==> config.mk <==
export PLATFORM = sky130hd
export DESIGN_NAME = tct_seq_unit
export DESIGN_NICKNAME = d
export VERILOG_FILES = /design/src/tct_pkg.sv /design/src/tct_seq_unit.sv
export SDC_FILE = /design/constraint.sdc
export NUM_CORES = 1
export LEC_CHECK = 0
export BUFFER_PORTS_ARGS = -buffer_cell sky130_fd_sc_hd__buf_4
export CORE_UTILIZATION = 40
export DETAILED_ROUTE_END_ITERATION = 10
export HOLD_SLACK_MARGIN = 0.15
export SYNTH_ARGS = -nofsm -noshare
export SYNTH_HDL_FRONTEND = slang
export SYNTH_SLANG_ARGS = --single-unit
==> constraint.sdc <==
create_clock -name clock -period 11.7 [get_ports clock]
set_input_delay 0.585 -clock clock [delete_from_list [all_inputs] [get_ports clock]]
set_output_delay 0.585 -clock clock [all_outputs]
set_load 0.005 [all_outputs]
==> src/tct_pkg.sv <==
// Shared types and constants for the timestamp clock tracker.
package tct_pkg;

   localparam int ARR_W   = 52;
   localparam int TIC_W   = 48;
   localparam int TIME_W  = 54;
   localparam int SLOPE_W = 63;
   localparam int CSR_IDX_W  = 3;
   localparam int CSR_DATA_W = 64;
   localparam int DIV_STEPS = 64;
   localparam int MUL_STEPS = TIC_W;
   localparam int STEP_W    = 7;

   localparam logic [CSR_IDX_W-1:0] CSR_WINDOW_STRIDE = 3'd0;
   localparam logic [CSR_IDX_W-1:0] CSR_OFFSET        = 3'd1;
   localparam logic [CSR_IDX_W-1:0] CSR_HAS_PRESET    = 3'd2;
   localparam logic [CSR_IDX_W-1:0] CSR_PRESET_SLOPE  = 3'd3;
   localparam logic [CSR_IDX_W-1:0] CSR_GAP_LIMIT     = 3'd4;

   localparam logic [9:0]  STRIDE_RESET = 10'd128;
   localparam logic [39:0] GAP_RESET    = 40'd10000000;

   localparam logic signed [52:0] JUMP_US      = 53'sd60000000;
   localparam logic signed [48:0] MAX_TIC_STEP = 49'sd1000000000;
   localparam logic signed [63:0] SUM_LIM      = 64'sd4611686018427387904;
   localparam logic [63:0]        SLOPE_MAX    = 64'h7FFF_FFFF_FFFF_FFFF;

   typedef enum logic {
      TCT_OP_DIV,
      TCT_OP_MUL
   } tct_op_type;

   typedef struct packed {
      logic       start;
      tct_op_type op;
      logic [63:0] hi;
      logic [63:0] lo;
      logic [63:0] dvs;
   } tct_unit_req_type;

   typedef enum logic [4:0] {
      S_IDLE,
      S_SETUP,
      S_RDP,
      S_RDJ,
      S_EVAL,
      S_SUMS,
      S_RATIO_GO,
      S_RATIO_WT,
      S_SDIV_GO,
      S_SDIV_WT,
      S_RDIV_GO,
      S_RDIV_WT,
      S_MT_GO,
      S_MT_WT,
      S_MA_GO,
      S_MA_WT,
      S_MUL_GO,
      S_MUL_WT,
      S_FIN
   } tct_state_type;

endpackage

==> src/tct_seq_unit.sv <==
// Shared iterative unit: restoring divide or shift-add multiply, one bit a cycle.
module tct_seq_unit import tct_pkg::*; (
   input  logic             clock,
   input  logic             reset,
   input  tct_unit_req_type req,
   output logic             busy,
   output logic             done,
   output logic [64:0]      res_hi,
   output logic [63:0]      res_lo
);

   logic [64:0]       rem_ff, rem_in;
   logic [63:0]       w_ff, w_in;
   logic [63:0]       d_ff;
   tct_op_type        op_ff;
   logic [STEP_W-1:0] cnt_ff;
   logic              busy_ff, done_ff;
   logic [64:0]       trial, diff, msum;
   logic              ge;

   always_comb begin
      trial = {rem_ff[63:0], w_ff[63]};
      ge    = trial >= {1'b0, d_ff};
      diff  = trial - {1'b0, d_ff};
      msum  = rem_ff + (w_ff[0] ? {1'b0, d_ff} : 65'd0);
      rem_in = rem_ff;
      w_in   = w_ff;
      case (op_ff)
         TCT_OP_DIV: begin
            rem_in = ge ? diff : trial;
            w_in   = {w_ff[62:0], ge};
         end
         default: begin
            rem_in = {1'b0, msum[64:1]};
            w_in   = {msum[0], w_ff[63:1]};
         end
      endcase
   end

   always_ff @(posedge clock) begin
      if (reset) begin
         busy_ff <= 1'b0;
         done_ff <= 1'b0;
         cnt_ff  <= '0;
      end else begin
         done_ff <= busy_ff && (cnt_ff == STEP_W'(1));
         if (req.start) begin
            busy_ff <= 1'b1;
            cnt_ff  <= (req.op == TCT_OP_DIV) ? STEP_W'(DIV_STEPS) : STEP_W'(MUL_STEPS);
         end else if (busy_ff) begin
            cnt_ff <= cnt_ff - STEP_W'(1);
            if (cnt_ff == STEP_W'(1)) busy_ff <= 1'b0;
         end
      end
   end

   always_ff @(posedge clock) begin
      if (req.start) begin
         rem_ff <= {1'b0, req.hi};
         w_ff   <= req.lo;
         d_ff   <= req.dvs;
         op_ff  <= req.op;
      end else if (busy_ff) begin
         rem_ff <= rem_in;
         w_ff   <= w_in;
      end
   end

   assign busy   = busy_ff;
   assign done   = done_ff;
   assign res_hi = rem_ff;
   assign res_lo = w_ff;

endmodule

==> results.md, run 1 <==
- Post_cts resized: 0
- Core area: 0.04336 mm^2
- Post-DP Area: 0.02049 mm^2
- Detailed Place HPWL: 46260 um
- Num CTS Buffers: 27
- Ys async rst share: 0%
- Ports: 327
- Die Span Y: 212.4 um
- XOR/XNOR Fraction of Synth Area: 6.132%
- Setup crit start: res_lo[0]
- Final instance area: 0.02135 mm^2
- Max clock buf depth: 3
- Max cap viols: 0
- GRT overflow: 0
- Initial antenna violation count: 0
- Root buffer cell: clkbuf_16
- Worst IR drop on VDD: 0.0001057 V
- Max frequency: 206.3 MHz
- H-tree depth: 1
- Final setup TNS: 0 ps
- Fin worst setup slack: 6852 ps
- Final Util: 49.24%
- Relative slew margins: 25.38%
- HP Class: input pin to register
- Fin nets: 2594
- Hold WS: 180.9 ps
- Post-DR wirelength/cell: 21.15 um
- Gpl congestion: 1.003
- Vias per cell: 5.732
- Dpl ws: 6966 ps
- Mux contribution to synthesized area: 5.419%
- Final wirelength: 60710 um
- CP top delay family: compound AO/OA/AOI/OAI gates
- Layout cell share with drive strength beyond 1: 18.12%
- FP Rows: 76
- Synth Register Bits: 203
- Leakage Power: 0.009277 uW
- Vias in the first global route: 16268
- Kind of end point of the critical path: register
- Synth Instances: 2014
- Final Hold Viols: 0
- CTS Hold Bufs: 0
- CP arrival: 5150 ps
- Status: complete, no violations
- Mapped cell area: 0.01771 mm^2
- Synth warnings: 0
- Largest net degree at the start of global routing: 99
- Tcrit/Tclk final: 41.44%
- Initial core utilization: 40.84%
- Worst slew pin tran: 1119 ps
- CP max FO: 66
- CTS tree: done
- Final setup viols: 0
- CP bufs+invs: 1
- Startpoint types: register
- Pwr per Cell Area: 174.9 mW/mm^2
- Setup Fix Bufs, Post-CTS: 0
- Clock skew: 26.56 ps
- Fill cell count: 4257
- Clock Latency Late Sink: 580 ps
- Adder-cell area share of the yosys netlist: 9.410%
- Hold Crit Start: req[55]
- Compound-Gate Fraction of Synth Area: 25.28%
- Area Growth Syn to Fin: 20.56%
- DIE AREA: 0.04512 mm^2
- Crit-path cells: buf_4 > and2_1 > ha_1 > fa_1 > a211oi_1 > o21a_1 > a21oi_1 > a221oi_1 > a21oi_2 > o22ai_2 > o21ai_2 > a21oi_1 > nor3_1 > a311oi_1 > a211oi_1
- Slew Viols, Final: 0
- GR Util All Layers: 26.43%
- Largest family of logic cells by synthesized area: compound AO/OA/AOI/OAI gates
- Distinct cell type count after synthesis: 90
- DRC: 0
- Avg Inst Size Synth: 8.794 um^2
- Slowest-stage cell, CP: a221oi_1
- Clk sink count: 203
- Initial DRC count: 1167
- Antenna diodes: 0
- Post-DRT Antenna Nets: 0
- Simple-gate share of the synthesized area: 14.73%
- First-pass GRT wire length: 92690 um
- Top FF cell, synth: edfxtp_1
- Final min period: 4848 ps
- Clock slew at reported path FFs: 60 ps
- Crit path largest cell delay: 730 ps
- Setup CP Type: register to register
- DR vias: 16451
- Post-synth EDFFs: 193
- PortBufs: 326
- Pre-Repair DR Iteration Count: 5
- Required @ worst endpoint: 12000 ps
- Die width: 212.4 um
- Register area share after synthesis: 33.85%
- Unrepaired setup endpoints after global routing: no
- Post-Syn Nets: 2342
- Reg2reg start: res_lo[0]
-- state kept, by name, indices dropped and copies added, names as in the netlist --
register	count
res_lo	64
done	1
busy	1
d_ff	64
cnt_ff	7
op_ff	1
res_hi	65
-- layout by cell type (no fill, tap or decap), drive strengths merged, types with 7 or more instances in the layout --
cell type / synthesis / layout
o21bai: 27 / 27
a21boi: 7 / 7
inv: 106 / 107
a31oi: 23 / 23
nand2b: 12 / 12
or3: 10 / 10
a22o: 16 / 16
o21a: 32 / 32
dfxtp: 10 / 10
a211oi: 31 / 31
xnor2: 67 / 67
ha: 130 / 130
clkinv: 1 / 10
a21o: 67 / 67
nor2b: 13 / 13
o22ai: 11 / 11
o21ai: 175 / 175
o211ai: 29 / 29
buf: 33 / 339
mux2i: 91 / 91
nor2: 87 / 87
clkbuf: 84 / 33
a21oi: 208 / 208
nor4: 8 / 8
nand4: 34 / 34
and2: 70 / 70
nand3: 32 / 32
nand2: 210 / 210
o31ai: 12 / 12
and3: 12 / 12
nor3: 28 / 28
edfxtp: 193 / 193
xor2: 57 / 57
-- path summary, 6_finish.rpt --
kind / to / slack (ps) / cells after the start
setup / recovery: res_hi[61] / 6850 / 15
hold / removal: d_ff[55] / 180 / 1
setup reg to reg: res_hi[61] / 6850 / 15
hold reg to reg: cnt_ff[1] / 510 / 2
-- logic make-up (layout without fill, tap and decap cells) --
| kind of cell | Yosys count | after routing |
|---|---|---|
| flops | 203 | 203 |
| mux | 95 | 95 |
| buf+inv | 224 | 495 |
| fa+ha+maj | 132 | 132 |
| xor+xnor | 124 | 124 |
| simple gates | 539 | 539 |
| compound gates | 697 | 697 |
-- where the power goes --
group          switching [uW]  internal [uW]  total (uW)
combinational            1070            778        1850
sequential                126            928        1050
clock                     346            489         834
total                    1540           2190        3740
-- layout make-up --
| cell class | count | area (um^2) | share of cell area (%) |
|---|---|---|---|
| Multi-Input combinational cell | 1587 | 10800 | 50.59 |
| Sequential cell | 203 | 5996 | 28.08 |
| Timing Repair Buffer | 340 | 2559 | 11.98 |
| Tap cell | 585 | 732.0 | 3.428 |
| Clock buffer | 32 | 694.4 | 3.252 |
| Inverter | 107 | 401.6 | 1.881 |
| Clock inverter | 16 | 167.7 | 0.7852 |
-- layer usage --
layer | part of all wire [%] | wire length (um) | track usage, % | vias to the layer above
met5 | 0 | 0 | 0 | -
met4 | 2.1 | 1281 | 5.830 | 0
met2 | 46 | 27710 | 43.59 | 590
met1 | 45 | 27120 | 35.19 | 7847
li1 | - | - | - | 7948
met3 | 7.6 | 4602 | 5.790 | 66
-- Yosys cell counts, drive strengths merged (4+ instances only) --
cell type    n  area [um^2]
a31o         4        35.03
or3         10        62.56
a21boi       7        52.55
a211o        6        52.55
a21o        67        503.0
nand2b      12        75.07
xnor2       67        586.8
nand2      210        788.3
nand4       34        212.7
and2        70        437.9
o31ai       12        108.9
a221oi       5        43.79
o21bai      27        202.7
a21oi      208         1060
o22ai       11        81.32
nand3       32        160.2
o21a        32        240.2
a31oi       23        165.2
clkbuf      84        319.1
inv        106        397.9
mux2i       91        910.9
xor2        57        499.2
a22o        16        140.1
o211ai      29        227.7
edfxtp     193         5796
nor4         8        56.30
a41oi        6        67.56
and4         4        35.03
nor3b        5        37.54
nor4b        4        35.03
o21ai      175        883.4
dfxtp       10        200.2
a211oi      31        242.7
nor3        28        145.1
mux2         4        48.79
buf         33        195.2
ha         130         1627
nor2b       13        81.33
a2bb2oi      4        35.03
nor2        87        329.1
and3        12        75.07
-- metrics by stage --
step	total power, uW	cells
after floorplan	2305	2014
after global placement	2879	2822
after detailed placement	2881	2822
after CTS	3735	2870
after global routing	3966	2870
final	3735	2870
Power figures use the tool's default switching activity.
==> run 2, diff against run 1 <==
Settings changed: ABC_AREA set to 1.
Clock period 11.7 ns to 4.49 ns, I/O delays scaled along.
==> run 2 against run 1 <==
Maximum frequency increased by 30%; cell count grew 69%; global-route usage increased by 9.2 points; sequential power grew to 2.6 times the previous value; via count is 56% higher; total power rose to 2.8 times the previous value; clock power grew to 2.8 times the previous value; core utilization increased by 2.5 points; setup slack worse by 6100 ps; critical endpoint is now res_hi[45].
==> results.md, run 2 <==
- Area Growth Syn to Fin: 27.46%
- Kind of end point of the critical path: register
- CP bufs+invs: 2
- Top FF cell, synth: edfxtp_1
- Storage element area: 0.005996 mm^2
- Most common cell in the netlist: nand2_1
- Worst IR drop on VDD: 0.0003225 V
- HP Class: input pin to register
- Final setup TNS: 0 ps
- Startpoint types: register
- Final wirelength: 101500 um
- Worst path most repeated cell: nand2_1
- Clock slew at reported path FFs: 60 ps
- Synth Register Bits: 203
- Placed cell count: 4613
- Final Hold Viols: 0
- Final Util: 51.70%
- FP Rows: 85
- Root buffer cell: clkbuf_16
- Status: complete, no violations
- Synth top cells by count: nand2_1, inv_1, nor2_1
- GRT overflow: 0
- Max cap viols: 0
- Leakage Power: 0.01491 uW
- H-tree depth: 1
- Ports: 327
- Area of the multi-input gates: 0.01293 mm^2
- Ys async rst share: 0%
- Largest net degree at the start of global routing: 141
- Post-DRT Antenna Nets: 0
- Slew Viols, Final: 0
- Sw Share: 46.79%
- Antenna diodes: 0
- Setup CP Type: register to register
- Avg Inst Size Synth: 5.992 um^2
- Initial DRC count: 2527
- Mapped cell area: 0.02187 mm^2
- Register area share after synthesis: 27.41%
- Commonest cells after routing, fill and taps aside: nand2_1, inv_1, nor2_1
- Synth warnings: 0
- Slowest-stage cell, CP: o21ai_0
- Clock power frac: 21.9%
- DRC: 0
- Vias in the first global route: 24582
- Relative slew margins: 36.53%
- Max frequency: 269.0 MHz
- Clk sink count: 203
- Clock Latency Late Sink: 590 ps
- Pwr per Cell Area: 379.3 mW/mm^2
- Most common cell after layout, fill and taps aside: nand2_1
- Final setup viols: 0
- Final min period: 3717 ps
- Post-DR wirelength/cell: 20.90 um
- CP max FO: 65
- Initial antenna violation count: 1
- Num CTS Buffers: 27
- Net Sw Power: 4948 uW
- Fin nets: 4469
- Worst slew pin tran: 952.0 ps
- PortBufs: 326
- Synth Instances: 3650
- CTS tree: done
- Clock skew: 12.20 ps
- Required @ worst endpoint: 4830 ps
- Post-Syn Nets: 3978
- Die width: 235.8 um
- Area share of the largest cell type after synthesis: 26.50%
- Comb pwr share: 52.4%
- Max clock buf depth: 3
- Seq pwr share: 25.8%
- Die Span Y: 235.8 um
- Detailed Place HPWL: 81370 um
- Register-to-register setup slack: 770 ps
- CP top delay family: simple AND/OR/NAND/NOR gates
- Crit path largest cell delay: 560 ps
- First-pass GRT wire length: 149800 um
- Tcrit/Tclk final: 82.78%
- Core area: 0.05392 mm^2
- Post_cts resized: 0
- Unrepaired setup endpoints after global routing: no
- DIE AREA: 0.05562 mm^2
- Largest register FFs: 65
- Gpl congestion: 1.077
- Fill cell count: 5669
- Layout cell share with drive strength beyond 1: 11.30%
- Pre-Repair DR Iteration Count: 6
- Post-synth EDFFs: 193
- Crit-path cells: buf_12 > nand2_1 > inv_1 > ha_1 > a21oi_1 > o21ai_0 > nor2_1 > nand2_1 > nand2_1 > nand2_1 > nand2_1 > nand2_1 > nand2_1 > nand3_1 > nand2_1 > nand2_1 > nand2_1
- GR Util All Layers: 35.67%
- Initial core utilization: 40.56%
- Non-filler instance count after layout: 4857
- Vias per cell: 5.285
- Internal Pwr Total: 5627 uW
- CP arrival: 4060 ps
- DR vias: 25671
- Synth area leader: edfxtp_1
- Distinct cell type count after synthesis: 46
- Synth top area cells: edfxtp_1, nand2_1, inv_1
## run 2: cell count changes in the layout (fill, tap and decap cells not counted), sizes merged, moves of 30 or more
cell	previous run	this run
nor2	87	404
mux2i	91	0
xor2	57	10
dlygate4sd3	0	195
nand2	210	1288
o21ai	175	87
inv	107	686
nand3	32	203
a21o	67	5
a211oi	31	0
and2	70	3
xnor2	67	37
a21oi	208	358
## run 2: final timing paths
| path | startpoint | to | cells past startpoint |
|---|---|---|---|
| hold / removal | req[48] | d_ff[48] | 2 |
| hold reg to reg | cnt_ff[6] | cnt_ff[6] | 2 |
| setup reg to reg | res_lo[0] | res_hi[45] | 17 |
| setup / recovery | res_lo[0] | res_hi[45] | 17 |
## run 2: power groups by stage
stage	combinational [uW]	sequential, uW	clock [uW]
final	5540	2730	2310
after global routing	6060	2740	2390
after CTS	5400	2700	2340
after detailed placement	5230	2740	0
after global placement	5270	2740	0
after floorplan	3360	2590	0
## run 2: area by class of cell
cell class	instances	share of cell area [%]
Multi-Input combinational cell	2684	46.38
Timing Repair Buffer	540	16.49
Tap cell	696	3.124
Clock buffer	31	2.478
Sequential cell	203	21.51
Clock inverter	18	0.7585
Inverter	685	9.268
## run 2: kinds of logic (layout without fill, tap and decap cells)
logic type / Yosys count / count (layout) / synth area share [%]
flops: 203 / 203 / 27.41
xor+xnor: 47 / 47 / 1.882
buf+inv: 763 / 1274 / 13.47
fa+ha+maj: 132 / 132 / 7.620
compound gates: 483 / 483 / 11.56
simple gates: 2022 / 2022 / 38.05
## run 2: layer usage
| layer | up-vias | track usage, % | part of all wire [%] |
|---|---|---|---|
| li1 | 12433 | - | - |
| met5 | - | 0 | 0 |
| met4 | 0 | 9.626 | 3.0 |
| met1 | 11864 | 49.42 | 43 |
| met2 | 1224 | 57.14 | 44 |
| met3 | 150 | 5.898 | 9.5 |
## run 2: repair_timing
action / CTS / global route
endpoints found under the hold margin: 203 / 0
setup buffers: 0 / 0
hold buffers: 195 / 0
## run 2: stage by stage
step	hold WS, ps	power [uW]	setup slack [ps]	area, um^2
after floorplan	293.6	5950	905.9	21870
after global placement	403.2	8003	862.2	25020
after detailed placement	403.9	7972	896.9	25020
after CTS	322.5	10440	854.0	27880
after global routing	343.4	11180	535.8	27880
final	351.5	10570	773.1	27880
## run 2: worst reg2reg max path, stage by stage (launching register included)
cell and delay, ps:
edfxtp_1 450, buf_12 220, nand2_1 320, inv_1 70
ha_1 350, a21oi_1 130, o21ai_0 560, nor2_1 110
nand2_1 270, nand2_1 90, nand2_1 270, nand2_1 120
nand2_1 80, nand2_1 40, nand3_1 180, nand2_1 80
nand2_1 70, nand2_1 60
==> run 3, diff against run 2 <==
Settings changed: ABC_AREA 1 to 0.
Clock period 4.49 ns to 3.54 ns, I/O delays scaled along.
==> run 3 against run 2 <==
The flow now finishes with violations (negative setup slack); die area down 19%; core utilization rose by 15 points; via count decreased by 24%; final area is 3.9% higher; hold slack worse by 51 ps; cell count is 27% lower; combinational power grew 72%.
==> results.md, run 3 (synthesized netlist as in run 1, its figures left out) <==
- Initial DRC count: 1515
- GR Util All Layers: 31.41%
- Vias in the first global route: 19548
- Pwr Total: 15670 uW
- Die width: 212.4 um
- Core area: 0.04336 mm^2
- HP Class: input pin to register
- Root buffer cell: clkbuf_16
- Final Hold Viols: 0
- Final min period: 3683 ps
- Failing checks: negative setup slack
- Post-DRT Antenna Nets: 0
- Ports: 327
- Max cap viols: 0
- Final setup viols: 43
- Vias per cell: 5.486
- Final instance area: 0.02897 mm^2
- Clock Latency Late Sink: 590 ps
- FP Rows: 76
- GRT overflow: 0
- Largest net degree at the start of global routing: 137
- Setup CP Type: register to register
- CP max FO: 3
- Initial core utilization: 40.84%
- Clk sink count: 203
- Num CTS Buffers: 26
- Kind of end point of the critical path: register
- Detailed Place HPWL: 53130 um
- Fin worst setup slack: -143.5 ps
- CTS tree: done
- Largest register FFs: 65
- Commonest cells after routing, fill and taps aside: buf_4, dlygate4sd3_1, nand2_1, edfxtp_1, a21oi_1
- Antenna diodes: 0
- Clock skew: 35.12 ps
- Die Span Y: 212.4 um
- Unrepaired setup endpoints after global routing: yes
- Tcrit/Tclk final: 104.1%
- Slew Viols, Final: 0
- Initial antenna violation count: 0
- Pwr per Cell Area: 540.8 mW/mm^2
- Required @ worst endpoint: 3860 ps
- Gpl congestion: 0.9623
- Status: complete, but fails checks
- DRC: 0
- Startpoint types: register
- First-pass GRT wire length: 109800 um
- Pre-Repair DR Iteration Count: 6
- Max clock buf depth: 3
- Area Growth Syn to Fin: 63.59%
- Max frequency: 271.5 MHz
- CP arrival: 4010 ps
- PortBufs: 326
- Post-DP Area: 0.02394 mm^2
- Post-DR wirelength/cell: 20.54 um
- Final setup TNS: -1971 ps
- H-tree depth: 1
- Worst slew pin tran: 904.9 ps
- Worst IR drop on VDD: 0.0004004 V
- Layout cell share with drive strength beyond 1: 38.10%
- DR vias: 19537
- Fin nets: 3285
- Leakage Power: 0.01290 uW
- Most common cell after layout, fill and taps aside: buf_4
- Clock slew at reported path FFs: 60 ps
- DIE AREA: 0.04512 mm^2
- Final wirelength: 73140 um
- Relative slew margins: 39.68%
- Final Util: 66.82%
==> run 3: through the flow <==
step                hold WS (ps)  std cells  worst slack, ps
floorplan                  275.9       2014            18.49
global placement           354.9       3265           -379.6
detailed placement         356.2       3265           -406.0
CTS                        288.3       3540           -51.03
global route               305.5       3561           -187.7
finish                     301.0       3561           -143.5
==> run 3: path summary, 6_finish.rpt <==
check                           slack, ps    endpoint  cells after the start       from
worst min register to register        510   cnt_ff[1]                      2  cnt_ff[1]
worst min-delay path                  300     d_ff[9]                      2     req[9]
worst max register to register       -140  res_hi[52]                     15  res_hi[0]
worst max-delay path                 -140  res_hi[52]                     15  res_hi[0]
==> run 3: cell type report <==
class | count | area [um^2]
clock buffer | 30 | 665.6
clock inverter | 17 | 224.0
sequential | 203 | 5996
timing repair buffer | 1032 | 8551
multi-input combinational | 1587 | 12400
inverter | 107 | 401.6
fill | 3475 | 14390
tap | 585 | 732.0
==> run 3: critical path: stages, from the launching register on <==
cell and delay, ps:
edfxtp_1 490, buf_6 170, fa_2 400, a211oi_2 330
nor2_2 110, o22ai_2 190, buf_6 150, o21ai_4 80
a211o_1 330, a31oi_2 220, buf_6 170, o31ai_4 70
a21boi_1 170, xor2_1 280, o21ai_1 120, o221a_2 120
==> run 3: repair_timing <==
item,4_1_cts,5_1_grt
cloned,4,3
buffers inserted,30,21
hold endpoints to repair,213,0
setup endpoints to repair,66,66
pin swaps,77,80
hold buffers,196,0
gates resized for setup,134,199
==> run 3: power breakdown <==
part	leakage [uW]	total [uW]	internal, uW	switching (uW)
clock	0.000426	2810	1650	1160
combinational	0.0105	9510	4720	4790
sequential	0.00201	3350	3060	287
total	0.0129	15700	9430	6240
==> run 3: per-layer routing <==
layer  global-route usage, %  part of all wire [%]  vias to the layer above
met2                   50.92                    45                      820
met3                   5.968                   7.7                      146
met5                       0                     0                        -
met1                   41.84                    43                     9245
met4                   10.34                   3.7                        0
li1                        -                     -                     9326
